--- config.mk ---
export PLATFORM = sky130hd
export DESIGN_NAME = smq_sqrt_cell
export DESIGN_NICKNAME = d
export VERILOG_FILES = /design/src/scaled_matrix_to_quaternion_defines.svh /design/src/smq_pkg.sv /design/src/smq_sqrt_cell.sv
export SDC_FILE = /design/constraint.sdc
export NUM_CORES = 1
export LEC_CHECK = 0
export ABC_AREA = 1
export BUFFER_PORTS_ARGS = -buffer_cell sky130_fd_sc_hd__buf_2
export CAP_MARGIN = 10
export CORE_MARGIN = 10
export CORE_UTILIZATION = 43
export CTS_CLUSTER_DIAMETER = 200
export DETAILED_ROUTE_END_ITERATION = 12
export PLACE_DENSITY = 0.83
export SYNTH_ARGS = -nofsm -noshare
export SYNTH_HDL_FRONTEND = slang
export SYNTH_SLANG_ARGS = --single-unit
--- constraint.sdc ---
create_clock -name clk -period 3.1 [get_ports clk]
set_input_delay 0.62 -clock clk [delete_from_list [all_inputs] [get_ports clk]]
set_output_delay 0.62 -clock clk [all_outputs]
set_load 0.02 [all_outputs]
--- src/scaled_matrix_to_quaternion_defines.svh ---
// Assertion macros shared by the quaternion converter RTL.
`ifndef SCALED_MATRIX_TO_QUATERNION_DEFINES_SVH
`define SCALED_MATRIX_TO_QUATERNION_DEFINES_SVH

// Antecedent implies consequent in the same cycle; needs clk and rst_n in scope.
`define SMQ_IMPLY(label, ante, cons, msg) \
    label: assert property (@(posedge clk) disable iff (!rst_n) (ante) |-> (cons)) \
        else $error(msg);

// Condition must never be seen outside reset.
`define SMQ_NEVER(label, cond, msg) \
    label: assert property (@(posedge clk) disable iff (!rst_n) !(cond)) \
        else $error(msg);

`endif

--- src/smq_pkg.sv ---
// Types and fixed-point constants for the matrix to quaternion converter.
package smq_pkg;

    // Field width of elements and quaternion parts
    localparam int DATA_W   = 32;
    // Ratio r = elem / scale: Q.30, magnitude capped just under 4.0
    localparam int RFRAC    = 30;
    localparam int RATIO_W  = 32;
    localparam int SR_W     = RATIO_W + 2;
    // Sum or difference of two ratios
    localparam int NUM_W    = SR_W;
    // Trace and branch arguments
    localparam int ARG_W    = SR_W + 2;
    // Square root unit: 64-bit radicand, 32-bit root
    localparam int SQ_X_W   = 64;
    localparam int ROOT_W   = SQ_X_W / 2;
    localparam int SQ_REM_W = ROOT_W + 3;
    localparam int ARG_MAG_W = SQ_X_W - RFRAC;
    // Part numerator scaling: (num * 2^29) / root
    localparam int PFRAC    = 29;

    typedef enum logic [1:0] {
        BR_TRACE,
        BR_X,
        BR_Y,
        BR_Z
    } smq_branch_t;

    typedef struct packed {
        logic signed [DATA_W-1:0] elem_r0c0;
        logic signed [DATA_W-1:0] elem_r0c1;
        logic signed [DATA_W-1:0] elem_r0c2;
        logic signed [DATA_W-1:0] elem_r1c0;
        logic signed [DATA_W-1:0] elem_r1c1;
        logic signed [DATA_W-1:0] elem_r1c2;
        logic signed [DATA_W-1:0] elem_r2c0;
        logic signed [DATA_W-1:0] elem_r2c1;
        logic signed [DATA_W-1:0] elem_r2c2;
        logic [DATA_W-2:0]        scale_col0;
        logic [DATA_W-2:0]        scale_col1;
        logic [DATA_W-2:0]        scale_col2;
    } smq_in_t;

    typedef struct packed {
        logic signed [DATA_W-1:0] quat_w;
        logic signed [DATA_W-1:0] quat_x;
        logic signed [DATA_W-1:0] quat_y;
        logic signed [DATA_W-1:0] quat_z;
        logic                     fault;
    } smq_out_t;

    // Sideband that rides along the square root cells
    typedef struct packed {
        logic                    fault;
        smq_branch_t             branch;
        logic signed [NUM_W-1:0] n0;
        logic signed [NUM_W-1:0] n1;
        logic signed [NUM_W-1:0] n2;
    } smq_sq_tag_t;

    // Sideband that rides beside the part dividers
    typedef struct packed {
        logic              fault;
        smq_branch_t       branch;
        logic [ROOT_W-2:0] half;
    } smq_pd_meta_t;

endpackage

--- src/smq_sqrt_cell.sv ---
// One digit step of the integer square root: two radicand bits per cell.
module smq_sqrt_cell #(
    parameter int TAG_W = 1
) (
    input  logic                       clk,
    input  logic [smq_pkg::SQ_X_W-1:0]   x_in,
    input  logic [smq_pkg::SQ_REM_W-1:0] rem_in,
    input  logic [smq_pkg::ROOT_W-1:0]   root_in,
    input  logic [TAG_W-1:0]           tag_in,
    output logic [smq_pkg::SQ_X_W-1:0]   x_out,
    output logic [smq_pkg::SQ_REM_W-1:0] rem_out,
    output logic [smq_pkg::ROOT_W-1:0]   root_out,
    output logic [TAG_W-1:0]           tag_out
);

    import smq_pkg::*;

    logic [SQ_REM_W-1:0] rem_sh;
    logic [SQ_REM_W-1:0] trial;
    logic                ge;
    logic [SQ_REM_W-1:0] rem_next, rem_reg;
    logic [ROOT_W-1:0]   root_next, root_reg;
    logic [SQ_X_W-1:0]   x_next, x_reg;
    logic [TAG_W-1:0]    tag_reg;

    // bring down two bits, try 4*root + 1
    always_comb
    begin
        rem_sh    = {rem_in[SQ_REM_W-3:0], x_in[SQ_X_W-1 -: 2]};
        trial     = SQ_REM_W'({root_in, 2'b01});
        ge        = (rem_sh >= trial);
        rem_next  = ge ? (rem_sh - trial) : rem_sh;
        root_next = {root_in[ROOT_W-2:0], ge};
        x_next    = {x_in[SQ_X_W-3:0], 2'b00};
    end

    always_ff @(posedge clk)
    begin
        rem_reg  <= rem_next;
        root_reg <= root_next;
        x_reg    <= x_next;
        tag_reg  <= tag_in;
    end

    assign rem_out  = rem_reg;
    assign root_out = root_reg;
    assign x_out    = x_reg;
    assign tag_out  = tag_reg;

endmodule

## After elaboration in Yosys (flattened, before gate mapping)

Index checks and enable logic that the tools add are counted.

- Muxes and demuxes: 1
- Add/sub/neg operators: 1
- Bitwise operators: 0
- $mul: 0
- Magnitude comparators: 1
- Shift-type cells: 0
- Divide/modulo/power cells: 0
- Equality and inequality tests: 0
- Reduce and logical (&&, ||, !) cells: 0

Operator list:

| cell | count |
|---|---|
| 35-bit by 34-bit >= comparator with 1-bit output | 1 |
| 35-bit 2-to-1 mux | 1 |
| 35-bit by 34-bit subtractor with 35-bit output | 1 |

- Logic and storage cells: 7
- Latch bits: 0
- ROM bits: 0
- Bits of input ports: 133
- Output and inout port bits: 132
- Register bits: 130
- Bits in writable memories: 0
- Memories kept: 0

## Depth between registers and ports, before layout

- Depth after elaboration: 2
- Gate-level depth with buffers: 16
- Depth with buffers taken out: 15

## Worst setup path after synthesis

Ideal clock, no wire load.

- Path type: input -> register
- Start: input root_in[14] in the netlist's numbering
- End: register rem_reg[26] (netlist: rem_out[26])
- Required time: 2.987 ns
- Path buffers: 1
- Arrival: 1.986 ns
- Cell stages on the path: 14
- Setup slack: 1.000 ns
- Library setup time: 0.113 ns
- Path through: inv_1 ha_1 nand2_1 inv_1 nand2_1 nor2_2 nand4_1 nand3_2 nand3_2 nand2_4 inv_4 buf_6 nand2_1 nand2_1

- Word-level cells in the longest chain between the ends: 2
- Elaborated cells between the ends (all ways): 3
- Those cells by class: 1 x add/sub; 1 x order compare; 1 x mux

RTL lines:

| what | RTL line | text |
|---|---|---|
| from (decl) | smq_sqrt_cell.sv:8 | `input logic [smq_pkg::ROOT_W-1:0] root_in,` |
| 35-bit by 34-bit subtractor with 35-bit output or 35-bit by 34-bit >= comparator with 1-bit output (tied branches) | smq_sqrt_cell.sv:32, smq_sqrt_cell.sv:31 |  |
| 35-bit 2-to-1 mux * | smq_sqrt_cell.sv:32 | `rem_next = ge ? (rem_sh - trial) : rem_sh;` |
| via rem_next[26] | smq_sqrt_cell.sv:21 | `logic [SQ_REM_W-1:0] rem_next, rem_reg;` |
| to (signal assigned) | smq_sqrt_cell.sv:39 | `rem_reg <= rem_next;` |
| to (decl) | smq_sqrt_cell.sv:21 |  |

The timed path passes the listed nets; every way through them passes the cells marked *.

## Worst setup path in the final report

- Start: input root_in[24] in the netlist's numbering
- End: register rem_reg[24] (netlist: rem_out[24])

- Word-level cells in the longest chain between the ends: 2

RTL lines:

| what | RTL line | text |
|---|---|---|
| 35-bit by 34-bit >= comparator with 1-bit output | smq_sqrt_cell.sv:31 | `ge = (rem_sh >= trial);` |
| 35-bit 2-to-1 mux | smq_sqrt_cell.sv:32 |  |
| via rem_next[24] | smq_sqrt_cell.sv:21 |  |

The timed path passes the listed nets, and every way through them passes these cells.

==> impl_metrics.yaml <==
status:
  status: "finished, final reports clean"
yosys:
  ys_seq_elements: 130
  synth_top_area_share: 0.4537
  seq_area_frac_synth: 0.4537
  synth_area_um2: 5737
  synth_top_area_cell: "dfxtp_1"
  synth_cells: 791
  synth_cell_types: 29
  syn_avg_cell_area_um2: 7.253
  synthTopCellsByArea: "dfxtp_1 45%, nand2_1 20%, inv_1 8.0%"
  yosysWarningCount: 0
critical_path:
  cp.arrival_ns: 2.62
  max_stage_delay_ns: 0.35
  crit_fanout: 34
  path_buf_inv: 4
  required_ns: 3.46
  critPathCaptureType: "flop"
  critical_path.cell_chain: "buf_2 > inv_1 > ha_1 > a21oi_1 > inv_1 > a21oi_1 > o21ai_1 > nand2_1 > nand2_1 > nor2_2 > nand2_4 > inv_4 > nand2_1 > nand2_1"
  cp-start-kind: "primary input"
  critPathKind: "primary input to flop"
  crit_slowest_cell: "ha_1"
  critPathTopFamily: "simple AND/OR/NAND/NOR gates"
  crit_path_frequent_cell: "nand2_1"
drt:
  drt_iter0_markers: 252
  drc_errors: 0
  dr_total_vias: 5693
  wl_per_cell_um: 15.43
  first_pass_iters: 5
  viasPerCell: 4.536
  wirelength_mm: 19.37
  detail-route-antenna-nets: 0
clock_network:
  postCtsSetupRepairBufs: 0
  cts_buffers: 17
  cts_root_buf: "clkbuf_16"
  cts_htree_levels: 4
  numClockSinks: 130
  path_clk_slew_ns: 0.06
  cts_tree: "done"
  cts_hold_buf: 0
  cts-resized-gates: 0
  max-clock-path-buffers: 2
global_route:
  grt_overflow: 0
  grt_max_degree: 35
  grt_pass1_wl_mm: 29.85
  antenna_found_initial: 3
  grt_pass1_vias: 5735
  track_usage: 0.2084
floorplan:
  fp-row-count: 42
  dieArea_um2: 18360
  start_util: 0.4367
  fp.dieH_um: 135.5
  ios: 265
  dieWidth_um: 135.5
  core-area_um2: 13140
pwr:
  leakage_nw: 4.503
  p_per_area_nw_per_um2: 635.8
  max-vdd-ir-drop_mv: 0.2904
  finalPower_mw: 4.964
timing:
  fin_crit_ns: 2.261
  fin_tns_setup_ns: 0
  post-route-period-util: 0.7295
  finalHoldViolCount: 0
  setup_viol: 0
  slew_viol_final: 0
  fmax_mhz: 442.2
  rsz0062_at_grt: "no"
cells_and_area:
  drive_above_1_share: 0.2894
  fillCellCount: 1290
  multiInputGateArea_um2: 2572
  layout.area.seq_um2: 2603
  postLayoutCoreUtil: 0.5944
  nets: 1232
  area_growth_pct: 36.12
place:
  io_buffers: 260
  dpl.hpwl_mm: 16.35
  globalplace.congestion: 0.9268
job:
  drv_cap: 0
worst_hold_path:
  worstHoldPathType: "primary input to flop"
[cell usage after synthesis]
library cell and n:
inv_2 5, xor2_1 16, nand3b_1 10, a21o_1 2, a21oi_1 25, o21ai_0 6, nand2_4 1, conb_1 1
a21oi_2 2, ha_1 34, nand4_1 4, nor3_2 2, inv_4 1, nor2_2 3, nand2_1 306, o21a_1 2
inv_1 123, buf_6 4, dfxtp_1 130, nand3_1 33, nand2_2 2, nor2_1 58, nor3_1 9, buf_4 4
o21bai_1 2, nand3_2 2, o21ai_1 1, xnor2_1 2, clkinv_1 1
[where the power goes]
part	total, mW	internal (mW)	switching, mW	leakage, nW
Clock	2.02	1.23	0.790	0.292
Combinational	1.08	0.368	0.714	3.11
Sequential	1.86	1.83	0.0337	1.10
Total	4.96	3.43	1.54	4.50
[sequential cells by signal (all words and copies together) (netlist names)]
name	cells
root_out	32
x_out	62
tag_out	1
rem_out	35
[routing by layer]
metal	up-vias	share of wire	GRT usage
met3	22	0.085	0.07196
met1	2509	0.41	0.2292
met5	-	0.00067	0
met4	2	0.015	0.05742
met2	211	0.49	0.3719
li1	2949	-	-
[area by class of cell]
class / count / share of cell area
sequential: 130 / 0.3333
multi-input combinational: 524 / 0.3294
timing repair buffer: 262 / 0.1686
inverter: 130 / 0.06281
clock buffer: 18 / 0.05624
tap: 176 / 0.02820
clock inverter: 14 / 0.02115
antenna: 1 / 0.0003205
[through the flow]
| stage | instances | setup WS (ns) | hold slack, ns | cell area, um^2 |
|---|---|---|---|---|
| floorplan | 792 | 1.000 | 0.6477 | 5741 |
| global placement | 1222 | 0.4913 | 0.7223 | 7202 |
| detailed placement | 1222 | 0.4266 | 0.7237 | 7202 |
| CTS | 1254 | 0.8560 | 0.2823 | 7806 |
| global route | 1255 | 0.6348 | 0.2785 | 7809 |
| finish | 1255 | 0.8386 | 0.2993 | 7809 |
[worst paths after layout]
kind	depth (start not counted)	to	slack (ns)	startpoint
setup / recovery	14	rem_out[24]	0.84	root_in[24]
hold / removal	1	x_out[53]	0.30	x_in[51]
[cells in the final DEF, fill, tap and decap left out, drive strengths merged]
master    synthesis  final
clkinvlp          0      2
clkinv            1      2
nor2             61     61
dfxtp           130    130
a21o              2      2
nand2           309    309
diode             0      1
nand3            35     35
bufinv            0      2
inv             129    138
o21a              2      2
conb              1      2
nand4             4      4
xnor2             2      2
o21ai             7      7
buf               8    262
ha               34     34
nand3b           10     10
clkbuf            0     18
o21bai            2      2
nor3             11     11
a21oi            27     27
xor2             16     16
[logic make-up (layout without fill, tap and decap cells)]
logic type               Yosys count  after routing  share of synthesized area
XOR/XNOR                          18             18                    0.02748
flip-flops                       130            130                     0.4537
AO/OA/AOI/OAI                     40             40                    0.03882
other                              1              3                  0.0006537
adder cells (fa/ha/maj)           34             34                    0.07416
AND/OR/NAND/NOR                  430            430                     0.3067
buffers and inverters            138            424                    0.09858
(Power assumes the default switching activity.)
